`config.mk`:
```
export PLATFORM = sky130hd
export DESIGN_NAME = scratchpad_word_timing_table_top
export DESIGN_NICKNAME = d
export VERILOG_FILES = /design/src/rtl/core/swtt_pkg.sv /design/src/rtl/core/swtt_ram.sv /design/src/rtl/core/swtt_ctrl.sv /design/src/rtl/core/swtt_datapath.sv /design/src/rtl/core/scratchpad_word_timing_table_top.sv
export VERILOG_INCLUDE_DIRS = /design/src /design/src/rtl/core
export SDC_FILE = /design/constraint.sdc
export NUM_CORES = 2
export LEC_CHECK = 0
export BUFFER_PORTS_ARGS = -buffer_cell sky130_fd_sc_hd__buf_2
export CAP_MARGIN = 40
export CORE_ASPECT_RATIO = 0.8
export CORE_UTILIZATION = 30
export CTS_CLUSTER_DIAMETER = 60
export DETAILED_ROUTE_END_ITERATION = 12
export MAX_ROUTING_LAYER = met4
export SYNTH_ARGS = -nofsm -noshare
export SYNTH_HDL_FRONTEND = slang
export SYNTH_SLANG_ARGS = --single-unit
```
`constraint.sdc`:
```
create_clock -name clk -period 6.2 [get_ports clk]
set_input_delay 0.31 -clock clk [delete_from_list [all_inputs] [get_ports clk]]
set_output_delay 0.31 -clock clk [all_outputs]
set_load 0.1 [all_outputs]
```
`src/rtl/core/scratchpad_word_timing_table_top_defines.svh`:
```
// Assertion macros for the scratchpad word timing table.
`ifndef SCRATCHPAD_WORD_TIMING_TABLE_TOP_DEFINES_SVH
`define SCRATCHPAD_WORD_TIMING_TABLE_TOP_DEFINES_SVH

// Same-cycle implication, sampled on clk, off during reset.
`define SWTT_ASSERT_NOW(label, ante, cons, msg) \
    label: assert property (@(posedge clk) disable iff (!rst_n) (ante) |-> (cons)) \
        else $error(msg);

// Next-cycle implication, sampled on clk, off during reset.
`define SWTT_ASSERT_NEXT(label, ante, cons, msg) \
    label: assert property (@(posedge clk) disable iff (!rst_n) (ante) |=> (cons)) \
        else $error(msg);

`endif

```
`src/rtl/core/swtt_pkg.sv`:
```
package swtt_pkg;

    localparam int ENTRIES_DEF = 32;
    localparam int TICK_W      = 48;
    localparam int ADDR_W      = 32;
    localparam int LAT_W       = 16;
    localparam int OP_W        = 3;
    localparam int STATUS_W    = 2;

    localparam logic [LAT_W-1:0] LAT_RESET = 16'd1;

    localparam logic [OP_W-1:0] OP_READ  = 3'd0;
    localparam logic [OP_W-1:0] OP_WRITE = 3'd1;
    localparam logic [OP_W-1:0] OP_SYNC  = 3'd2;
    localparam logic [OP_W-1:0] OP_FILL  = 3'd3;
    localparam logic [OP_W-1:0] OP_FLUSH = 3'd4;

    localparam logic [STATUS_W-1:0] STATUS_OK      = 2'd0;
    localparam logic [STATUS_W-1:0] STATUS_MISS    = 2'd1;
    localparam logic [STATUS_W-1:0] STATUS_NO_FREE = 2'd2;

    typedef enum logic [3:0] {
        ST_IDLE,
        ST_LOOKUP,
        ST_MERGE,
        ST_UPDATE,
        ST_FILL,
        ST_FL_READ,
        ST_FL_EVAL,
        ST_FL_DONE
    } state_t;

    typedef enum logic [2:0] {
        EMIT_MISS,
        EMIT_FULL,
        EMIT_ACCESS,
        EMIT_FILL,
        EMIT_WB,
        EMIT_TOP
    } emit_t;

    typedef struct packed {
        logic  capture;
        logic  lookup;
        logic  merge;
        logic  update;
        logic  fill;
        logic  walk_start;
        logic  walk_next;
        logic  top_update;
        logic  clear;
        logic  emit;
        emit_t emit_sel;
    } cmd_t;

    typedef struct packed {
        logic hit;
        logic full;
        logic walk_valid;
        logic walk_dirty;
        logic walk_last;
        logic out_free;
    } stat_t;

endpackage

```
`src/rtl/core/swtt_ram.sv`:
```
module swtt_ram #(
    parameter int WIDTH = 8,
    parameter int DEPTH = 16
) (
    input  logic                                   clk,
    input  logic                                   we,
    input  logic [((DEPTH > 1) ? $clog2(DEPTH) : 1)-1:0] waddr,
    input  logic [WIDTH-1:0]                       wdata,
    input  logic [((DEPTH > 1) ? $clog2(DEPTH) : 1)-1:0] raddr,
    output logic [WIDTH-1:0]                       rdata
);

    logic [WIDTH-1:0] mem [DEPTH];

    always_ff @(posedge clk)
    begin
        if (we)
        begin
            mem[waddr] <= wdata;
        end
        rdata <= mem[raddr];
    end

endmodule

```
`src/rtl/core/swtt_ctrl.sv`:
```
module swtt_ctrl (
    input  logic                     clk,
    input  logic                     rst_n,
    input  logic                     in_valid,
    output logic                     in_ready,
    input  logic [swtt_pkg::OP_W-1:0] opcode,
    input  swtt_pkg::stat_t          stat,
    output swtt_pkg::cmd_t           cmd
);

    swtt_pkg::state_t state_reg;
    swtt_pkg::state_t state_next;

    always_ff @(posedge clk or negedge rst_n)
    begin
        if (!rst_n)
        begin
            state_reg <= swtt_pkg::ST_IDLE;
        end
        else
        begin
            state_reg <= state_next;
        end
    end

    always_comb
    begin
        state_next   = state_reg;
        cmd          = '0;
        cmd.emit_sel = swtt_pkg::EMIT_MISS;
        in_ready     = 1'b0;
        case (state_reg)
            swtt_pkg::ST_IDLE:
            begin
                in_ready = 1'b1;
                if (in_valid)
                begin
                    cmd.capture = 1'b1;
                    if (opcode == swtt_pkg::OP_READ || opcode == swtt_pkg::OP_WRITE ||
                        opcode == swtt_pkg::OP_SYNC)
                    begin
                        state_next = swtt_pkg::ST_LOOKUP;
                    end
                    else if (opcode == swtt_pkg::OP_FILL)
                    begin
                        state_next = swtt_pkg::ST_FILL;
                    end
                    else if (opcode == swtt_pkg::OP_FLUSH)
                    begin
                        cmd.walk_start = 1'b1;
                        state_next     = swtt_pkg::ST_FL_READ;
                    end
                end
            end
            swtt_pkg::ST_LOOKUP:
            begin
                cmd.lookup = 1'b1;
                state_next = swtt_pkg::ST_MERGE;
            end
            swtt_pkg::ST_MERGE:
            begin
                if (stat.hit)
                begin
                    cmd.merge  = 1'b1;
                    state_next = swtt_pkg::ST_UPDATE;
                end
                else if (stat.out_free)
                begin
                    cmd.emit     = 1'b1;
                    cmd.emit_sel = swtt_pkg::EMIT_MISS;
                    state_next   = swtt_pkg::ST_IDLE;
                end
            end
            swtt_pkg::ST_UPDATE:
            begin
                if (stat.out_free)
                begin
                    cmd.update   = 1'b1;
                    cmd.emit     = 1'b1;
                    cmd.emit_sel = swtt_pkg::EMIT_ACCESS;
                    state_next   = swtt_pkg::ST_IDLE;
                end
            end
            swtt_pkg::ST_FILL:
            begin
                if (stat.out_free)
                begin
                    cmd.emit   = 1'b1;
                    state_next = swtt_pkg::ST_IDLE;
                    if (stat.full)
                    begin
                        cmd.emit_sel = swtt_pkg::EMIT_FULL;
                    end
                    else
                    begin
                        cmd.fill     = 1'b1;
                        cmd.emit_sel = swtt_pkg::EMIT_FILL;
                    end
                end
            end
            swtt_pkg::ST_FL_READ:
            begin
                if (stat.walk_valid)
                begin
                    state_next = swtt_pkg::ST_FL_EVAL;
                end
                else if (stat.walk_last)
                begin
                    state_next = swtt_pkg::ST_FL_DONE;
                end
                else
                begin
                    cmd.walk_next = 1'b1;
                end
            end
            swtt_pkg::ST_FL_EVAL:
            begin
                // max update is idempotent while waiting on the output slot
                cmd.top_update = 1'b1;
                if (!stat.walk_dirty || stat.out_free)
                begin
                    if (stat.walk_dirty)
                    begin
                        cmd.emit     = 1'b1;
                        cmd.emit_sel = swtt_pkg::EMIT_WB;
                    end
                    if (stat.walk_last)
                    begin
                        state_next = swtt_pkg::ST_FL_DONE;
                    end
                    else
                    begin
                        cmd.walk_next = 1'b1;
                        state_next    = swtt_pkg::ST_FL_READ;
                    end
                end
            end
            swtt_pkg::ST_FL_DONE:
            begin
                if (stat.out_free)
                begin
                    cmd.emit     = 1'b1;
                    cmd.emit_sel = swtt_pkg::EMIT_TOP;
                    cmd.clear    = 1'b1;
                    state_next   = swtt_pkg::ST_IDLE;
                end
            end
            default:
            begin
                state_next = swtt_pkg::ST_IDLE;
            end
        endcase
    end

endmodule

```
`src/rtl/core/swtt_datapath.sv`:
```
`include "scratchpad_word_timing_table_top_defines.svh"

module swtt_datapath #(
    parameter int ENTRIES = swtt_pkg::ENTRIES_DEF
) (
    input  logic                          clk,
    input  logic                          rst_n,
    input  swtt_pkg::cmd_t                cmd,
    output swtt_pkg::stat_t               stat,
    input  logic [swtt_pkg::OP_W-1:0]     opcode,
    input  logic [swtt_pkg::ADDR_W-1:0]   word_address,
    input  logic [swtt_pkg::TICK_W-1:0]   current_tick,
    input  logic                          cfg_we,
    input  logic [swtt_pkg::LAT_W-1:0]    cfg_wdata,
    output logic                          out_valid,
    input  logic                          out_ready,
    output logic [swtt_pkg::TICK_W-1:0]   ready_tick,
    output logic [swtt_pkg::STATUS_W-1:0] status,
    output logic [swtt_pkg::ADDR_W-1:0]   writeback_address,
    output logic                          writeback_valid,
    output logic                          last_result
);

    localparam int IDX_W   = (ENTRIES > 1) ? $clog2(ENTRIES) : 1;
    localparam int CNT_W   = $clog2(ENTRIES + 1);
    localparam int TICK_W  = swtt_pkg::TICK_W;
    localparam int ADDR_W  = swtt_pkg::ADDR_W;
    localparam int WORD_W  = ADDR_W + TICK_W;
    localparam logic [TICK_W-1:0] TICK_MAX = '1;

    logic [swtt_pkg::OP_W-1:0]  op_reg;
    logic [ADDR_W-1:0]          addr_reg;
    logic [TICK_W-1:0]          now_reg;
    logic [swtt_pkg::LAT_W-1:0] lat_reg;

    logic [ADDR_W-1:0]  cam_reg [ENTRIES];
    logic [ENTRIES-1:0] valid_reg;
    logic [ENTRIES-1:0] dirty_reg;
    logic [CNT_W-1:0]   fill_cnt_reg;
    logic [IDX_W-1:0]   fill_idx;

    logic               match_any;
    logic [IDX_W-1:0]   match_idx;
    logic               hit_reg;
    logic [IDX_W-1:0]   hit_idx_reg;

    logic [TICK_W-1:0]  merged_reg;
    logic [ADDR_W-1:0]  ent_addr_reg;
    logic [IDX_W-1:0]   walk_idx_reg;
    logic [TICK_W-1:0]  top_reg;

    logic [IDX_W-1:0]   rd_addr;
    logic [WORD_W-1:0]  rd_data;
    logic [ADDR_W-1:0]  rd_ent_addr;
    logic [TICK_W-1:0]  rd_tick;
    logic               wr_en;
    logic [IDX_W-1:0]   wr_addr;
    logic [WORD_W-1:0]  wr_data;

    logic [TICK_W:0]    acc_sum_full;
    logic [TICK_W:0]    fill_sum_full;
    logic [TICK_W-1:0]  acc_sum;
    logic [TICK_W-1:0]  fill_sum;
    logic [swtt_pkg::LAT_W-1:0] acc_lat;

    logic                          out_valid_reg;
    logic [TICK_W-1:0]             out_tick_reg;
    logic [swtt_pkg::STATUS_W-1:0] out_status_reg;
    logic [ADDR_W-1:0]             out_wb_addr_reg;
    logic                          out_wb_valid_reg;
    logic                          out_last_reg;
    logic                          out_free;

    assign fill_idx    = fill_cnt_reg[IDX_W-1:0];
    assign rd_ent_addr = rd_data[WORD_W-1:TICK_W];
    assign rd_tick     = rd_data[TICK_W-1:0];
    assign out_free    = !out_valid_reg || out_ready;

    // lowest matching index wins
    always_comb
    begin
        match_any = 1'b0;
        match_idx = '0;
        for (int i = ENTRIES - 1; i >= 0; i--)
        begin
            if (valid_reg[i] && cam_reg[i] == addr_reg)
            begin
                match_any = 1'b1;
                match_idx = IDX_W'(i);
            end
        end
    end

    assign acc_lat       = (op_reg == swtt_pkg::OP_SYNC) ? '0 : lat_reg;
    assign acc_sum_full  = {1'b0, merged_reg} + {{(TICK_W + 1 - swtt_pkg::LAT_W){1'b0}}, acc_lat};
    assign fill_sum_full = {1'b0, now_reg} + {{(TICK_W + 1 - swtt_pkg::LAT_W){1'b0}}, lat_reg};
    assign acc_sum       = acc_sum_full[TICK_W] ? TICK_MAX : acc_sum_full[TICK_W-1:0];
    assign fill_sum      = fill_sum_full[TICK_W] ? TICK_MAX : fill_sum_full[TICK_W-1:0];

    assign rd_addr = cmd.lookup ? match_idx : walk_idx_reg;
    assign wr_en   = cmd.update || cmd.fill;
    assign wr_addr = cmd.fill ? fill_idx : hit_idx_reg;
    assign wr_data = cmd.fill ? {addr_reg, fill_sum} : {ent_addr_reg, acc_sum};

    swtt_ram #(
        .WIDTH (WORD_W),
        .DEPTH (ENTRIES)
    ) u_ram (
        .clk   (clk),
        .we    (wr_en),
        .waddr (wr_addr),
        .wdata (wr_data),
        .raddr (rd_addr),
        .rdata (rd_data)
    );

    always_ff @(posedge clk)
    begin
        if (cmd.capture)
        begin
            op_reg   <= opcode;
            addr_reg <= word_address;
            now_reg  <= current_tick;
        end
        if (cmd.lookup)
        begin
            hit_idx_reg <= match_idx;
        end
        if (cmd.merge)
        begin
            merged_reg   <= (rd_tick < now_reg) ? now_reg : rd_tick;
            ent_addr_reg <= rd_ent_addr;
        end
        if (cmd.fill)
        begin
            cam_reg[fill_idx] <= addr_reg;
        end
        if (cmd.walk_start)
        begin
            top_reg <= '0;
        end
        else if (cmd.top_update && rd_tick > top_reg)
        begin
            top_reg <= rd_tick;
        end
    end

    always_ff @(posedge clk or negedge rst_n)
    begin
        if (!rst_n)
        begin
            lat_reg      <= swtt_pkg::LAT_RESET;
            valid_reg    <= '0;
            dirty_reg    <= '0;
            fill_cnt_reg <= '0;
            hit_reg      <= 1'b0;
            walk_idx_reg <= '0;
        end
        else
        begin
            if (cfg_we)
            begin
                lat_reg <= cfg_wdata;
            end
            if (cmd.lookup)
            begin
                hit_reg <= match_any;
            end
            if (cmd.walk_start)
            begin
                walk_idx_reg <= '0;
            end
            else if (cmd.walk_next)
            begin
                walk_idx_reg <= walk_idx_reg + 1'b1;
            end
            if (cmd.clear)
            begin
                valid_reg    <= '0;
                dirty_reg    <= '0;
                fill_cnt_reg <= '0;
            end
            else if (cmd.fill)
            begin
                valid_reg[fill_idx] <= 1'b1;
                dirty_reg[fill_idx] <= 1'b0;
                fill_cnt_reg        <= fill_cnt_reg + 1'b1;
            end
            else if (cmd.update && op_reg == swtt_pkg::OP_WRITE)
            begin
                dirty_reg[hit_idx_reg] <= 1'b1;
            end
        end
    end

    // output slot
    always_ff @(posedge clk or negedge rst_n)
    begin
        if (!rst_n)
        begin
            out_valid_reg <= 1'b0;
        end
        else if (cmd.emit)
        begin
            out_valid_reg <= 1'b1;
        end
        else if (out_ready)
        begin
            out_valid_reg <= 1'b0;
        end
    end

    always_ff @(posedge clk)
    begin
        if (cmd.emit)
        begin
            out_tick_reg     <= '0;
            out_status_reg   <= swtt_pkg::STATUS_OK;
            out_wb_addr_reg  <= '0;
            out_wb_valid_reg <= 1'b0;
            out_last_reg     <= 1'b1;
            case (cmd.emit_sel)
                swtt_pkg::EMIT_MISS:
                begin
                    out_tick_reg   <= TICK_MAX;
                    out_status_reg <= swtt_pkg::STATUS_MISS;
                end
                swtt_pkg::EMIT_FULL:
                begin
                    out_tick_reg   <= TICK_MAX;
                    out_status_reg <= swtt_pkg::STATUS_NO_FREE;
                end
                swtt_pkg::EMIT_ACCESS:
                begin
                    out_tick_reg <= acc_sum;
                end
                swtt_pkg::EMIT_FILL:
                begin
                    out_tick_reg <= fill_sum;
                end
                swtt_pkg::EMIT_WB:
                begin
                    out_wb_addr_reg  <= rd_ent_addr;
                    out_wb_valid_reg <= 1'b1;
                    out_last_reg     <= 1'b0;
                end
                swtt_pkg::EMIT_TOP:
                begin
                    out_tick_reg <= top_reg;
                end
                default:
                begin
                    out_tick_reg <= '0;
                end
            endcase
        end
    end

    assign out_valid         = out_valid_reg;
    assign ready_tick        = out_tick_reg;
    assign status            = out_status_reg;
    assign writeback_address = out_wb_addr_reg;
    assign writeback_valid   = out_wb_valid_reg;
    assign last_result       = out_last_reg;

    assign stat.hit        = hit_reg;
    assign stat.full       = (fill_cnt_reg == CNT_W'(ENTRIES));
    assign stat.walk_valid = valid_reg[walk_idx_reg];
    assign stat.walk_dirty = dirty_reg[walk_idx_reg];
    assign stat.walk_last  = (walk_idx_reg == IDX_W'(ENTRIES - 1));
    assign stat.out_free   = out_free;

    `SWTT_ASSERT_NOW(a_emit_slot_free, cmd.emit, out_free, "result loaded over a pending item")
    `SWTT_ASSERT_NOW(a_fill_not_full, cmd.fill, !stat.full, "fill into a full table")
    `SWTT_ASSERT_NOW(a_count_matches_valid, 1'b1,
        $countones(valid_reg) == int'(fill_cnt_reg), "fill count out of step with valid bits")
    `SWTT_ASSERT_NEXT(a_clear_empties, cmd.clear,
        fill_cnt_reg == '0 && valid_reg == '0 && dirty_reg == '0, "flush left entries behind")

endmodule

```
`src/rtl/core/scratchpad_word_timing_table_top.sv`:
```
// Fully associative table of ENTRIES word entries with ready ticks. Inputs are
// taken only while the controller is idle; the result is held in an output
// register, so the next item is taken while a result waits. A fill is accepted,
// then written or reported full; a read/write/sync hit goes through accept, address
// match, entry read from the tick RAM, max then saturating add and write-back; a
// miss reports after the address match; undefined opcodes are only accepted.
// Flush walks the entries over the single read port of the entry RAM and emits
// one item per dirty entry plus a final one. Output stalls hold the controller.
module scratchpad_word_timing_table_top #(
    parameter int ENTRIES = swtt_pkg::ENTRIES_DEF
) (
    input  logic                          clk,
    input  logic                          rst_n,
    input  logic                          in_valid,
    output logic                          in_ready,
    input  logic [swtt_pkg::OP_W-1:0]     opcode,
    input  logic [swtt_pkg::ADDR_W-1:0]   word_address,
    input  logic [swtt_pkg::TICK_W-1:0]   current_tick,
    input  logic                          cfg_we,
    input  logic [swtt_pkg::LAT_W-1:0]    cfg_wdata,
    output logic                          out_valid,
    input  logic                          out_ready,
    output logic [swtt_pkg::TICK_W-1:0]   ready_tick,
    output logic [swtt_pkg::STATUS_W-1:0] status,
    output logic [swtt_pkg::ADDR_W-1:0]   writeback_address,
    output logic                          writeback_valid,
    output logic                          last_result
);

    swtt_pkg::cmd_t  cmd;
    swtt_pkg::stat_t stat;

    swtt_ctrl u_ctrl (
        .clk      (clk),
        .rst_n    (rst_n),
        .in_valid (in_valid),
        .in_ready (in_ready),
        .opcode   (opcode),
        .stat     (stat),
        .cmd      (cmd)
    );

    swtt_datapath #(
        .ENTRIES (ENTRIES)
    ) u_datapath (
        .clk               (clk),
        .rst_n             (rst_n),
        .cmd               (cmd),
        .stat              (stat),
        .opcode            (opcode),
        .word_address      (word_address),
        .current_tick      (current_tick),
        .cfg_we            (cfg_we),
        .cfg_wdata         (cfg_wdata),
        .out_valid         (out_valid),
        .out_ready         (out_ready),
        .ready_tick        (ready_tick),
        .status            (status),
        .writeback_address (writeback_address),
        .writeback_valid   (writeback_valid),
        .last_result       (last_result)
    );

endmodule

```
==> results.toml <==
[run_status]
outcome = "complete, no violations"

[cells_and_area]
fin_nets = 12180
multi_input_area_mm2 = 0.04737
seqCellArea_mm2 = 0.1202
final_cells = 19910
final_cell_mix = "3836 x edfxtp_1, 940 x mux2i_1, 689 x xor2_1, 503 x nand2_1, 417 x clkbuf_16"
syn2layout_area_growth_pct = 18.08
layout-drive-gt1-share_pct = 14.99
post-route-util_pct = 35.61
nFillCells = 53560
final_cell_area_mm2 = 0.2016
mostFrequentLayoutCell = "edfxtp_1"
largest_reg_flops = 2560

[logic_synthesis]
yosysWarnings = 0
synth-seq-cells = 4061
synth_nets = 11370
synth_top_area_share_pct = 67.47
synth_simple_gate_area_share_pct = 6.571
yosysSeqAreaShare_pct = 70.39
ys.flop_type = "edfxtp_1"
yosysTopAreaCell = "edfxtp_1"
synthAdderAreaFrac_pct = 0.9981
synth.area.mux_share_pct = 7.225
synth_cells = 11130
synth_cell_types = 87
synthXorXnorAreaFrac_pct = 5.617
netlist_area_mm2 = 0.1707
async_flop_share_pct = 2.389
synth_top_family_by_area = "multiplexers"
synthTopCellsByArea = "edfxtp_1 67%, mux2i_1 5.6%, xor2_1 3.5%, xnor2_1 2.1%, dfxtp_1 1.5%"
syn_avg_cell_area_um2 = 15.34
synth_compound_area_share_pct = 6.876
synth_edf_count = 3836

[placed_design]
placed_area_mm2 = 0.1861
dp.cells = 18920
gp_routability_congestion = 0.8667
io_buffers = 189
hpwlAfterDp_um = 300100

[power]
p_int_w = 0.05485
power.clock.fraction_pct = 30.7
ir_drop_mv = 0.2704
swShare_pct = 32.50
p_leak_nw = 67.48
seqPwrFrac_pct = 41.6
power.switching_w = 0.02641
powerDensity_mw_per_mm2 = 403.1
p_comb_share_pct = 27.7

[grt]
antenna_found_initial = 14
grt_pass1_vias = 98190
overflow = 0
grt_max_degree = 82
grt_first_pass_wirelength_um = 731500
track_usage_pct = 17.85

[clock_network]
cts.sinks = 4061
cts_made_buffers = 412
cts-resized-gates = 0
clk_pin_slew_ps = 60
cts_tree = "yes"
root_buffer = "clkbuf_16"
h-tree-depth = 5
worstSkewPairLatency_ps = 1020
clk_path_buf_depth = 4

[flow_run]
cap_violations = 0

[route]
vias = 103400
vias_per_cell = 5.192
ant_nets = 0
wl_per_cell_um = 26.04
drc = 0
dr.pass1.iters = 6
routed_wl_um = 518500
drt-initial-drc-count = 12570

[sta]
finalSetupViolCount = 0
clock_skew_ps = 113.0
slew_viol_final = 0
fin_hold_ws_ps = 71.19
tightestPinTransition_ps = 1016
period_minus_slack_ps = 5766
fin_crit_sh_pct = 92.99
setup_tns_ps = 0
finalHoldViolations = 0
relSlewSlack_pct = 32.25
rsz0062_at_grt = "no"
fmax_mhz = 173.4

[critical_path]
crit_start = "u_datapath.lat_reg[0]$_DFFE_PN1P_"
cp-start-kind = "flop"
critPathKind = "reg2reg"
reg2reg_depth = 20
cp.required_ps = 6910
crit_slowest_cell = "dfstp_2"
crit_path_end = "u_datapath.u_ram.mem[18][38]$_DFFE_PP_"
r2r_start = "u_datapath.lat_reg[0]$_DFFE_PN1P_"
worstReg2RegEnd = "u_datapath.u_ram.mem[18][38]$_DFFE_PP_"
cp_slowest_stage_delay_ps = 540
critPathArrivalTime_ps = 6480
ff2ff_setup_slack_ps = 430
cp_common_cell = "buf_4"
end_kind = "flop"
crit_path_max_fanout = 32
cp_cell_sequence = "nor2b_1 -> ha_1 -> inv_1 -> fa_1 -> nor2b_1 -> o21ai_0 -> a21boi_0 -> o21ai_0 -> a21boi_0 -> o2111ai_1 -> and3_1 -> o31ai_1 -> buf_4 -> a31o_2 -> buf_4 -> and2_1 -> buf_12 -> nor2_1 -> a21oi_2 -> buf_4"

[floorplanning]
start_util_pct = 30.16
core_area_mm2 = 0.5662
die_h_um = 676.7
rows = 247
boundaryPins = 190
die_area_mm2 = 0.5721
die_w_um = 845.4

[worst_hold_path]
min_path_type = "in2reg"
[worst max-delay path, delay by kind of cell, from the launching register on]
family	cells	cell delay, ps
adders and majority gates	2	670
buffers and inverters	5	1150
and+or+nand+nor	5	930
DFF	1	540
AOI/OAI and AO/OA	8	2110
[cell families (layout without fill, tap and decap cells)]
family,Yosys count,after routing
AO/OA/AOI/OAI,1751,1751
XOR/XNOR,1095,1095
adder cells (fa/ha/maj),135,135
buffers and inverters,771,1934
flip-flops,4061,4061
multiplexers,1187,1187
other,1,18
AND/OR/NAND/NOR,2132,2132
[synthesized netlist by cell type, types with 128 or more instances]
cell type  number
a211oi_1      331
xnor2_1       406
dfxtp_1       128
nand4_1       211
mux2_2        222
o21ai_0       236
nor2b_1       296
o221ai_1      176
nor4_1        286
inv_1         139
mux2i_1       950
xor2_1        689
nor2_1        376
buf_2         159
a21oi_1       376
ha_1          133
nand2_1       506
o211ai_1      184
edfxtp_1     3836
clkbuf_1      272
[worst min path at each step]
stage / from / to / cells past startpoint
6_report: word_address[18] / u_datapath.addr_reg[18]$_DFFE_PP_ / 2
5_1_grt: word_address[18] / u_datapath.addr_reg[18]$_DFFE_PP_ / 2
4_1_cts: current_tick[2] / u_datapath.now_reg[2]$_DFFE_PP_ / 2
3_5_place_dp: rst_n / u_datapath.valid_reg[31]$_DFFE_PN0P_ / 1
3_3_place_gp: rst_n / u_datapath.valid_reg[31]$_DFFE_PN0P_ / 1
2_1_floorplan: rst_n / u_ctrl.state_reg[0]$_DFFE_PN0P_ / 0
[power by group through the flow]
stage	Sequential, W	Combinational (W)	Clock [W]
2_1_floorplan	0.0343	0.0140	0
3_3_place_gp	0.0344	0.0219	0
3_5_place_dp	0.0344	0.0222	0
4_1_cts	0.0338	0.0224	0.0253
5_1_grt	0.0338	0.0242	0.0263
6_report	0.0338	0.0225	0.0250
[cell type report]
type                            instances  share of cell area (%)
Timing Repair Buffer                 1022                   5.214
Multi-Input combinational cell       6301                   23.50
Tap cell                             7594                   4.713
Inverter                              139                  0.2613
Clock inverter                        238                   1.148
Antenna cell                           17                 0.02110
Clock buffer                          535                   5.530
Sequential cell                      4061                   59.62
[what timing repair did]
action / CTS / global route
hold buffers: 196 / 0
setup buffers: 0 / 0
hold endpoints to repair: 163 / 0
[stage by stage]
stage	setup slack [ps]	total power, W
detailed placement	600.9	0.05655
finish	434.4	0.08126
CTS	464.0	0.08149
global placement	204.3	0.05623
floorplan	28.56	0.04834
global route	97.45	0.08431
[metal layers]
metal	part of all wire, %	wire [um]	track usage, %	vias up
li1	-	-	-	44730
met2	43	224800	25.99	4677
met3	8.4	43560	2.558	771
met4	2.7	13890	4.415	0
met1	46	236300	26.23	53180
met5	0	0	-	-
Note: power is estimated with default switching activity, not from simulation.
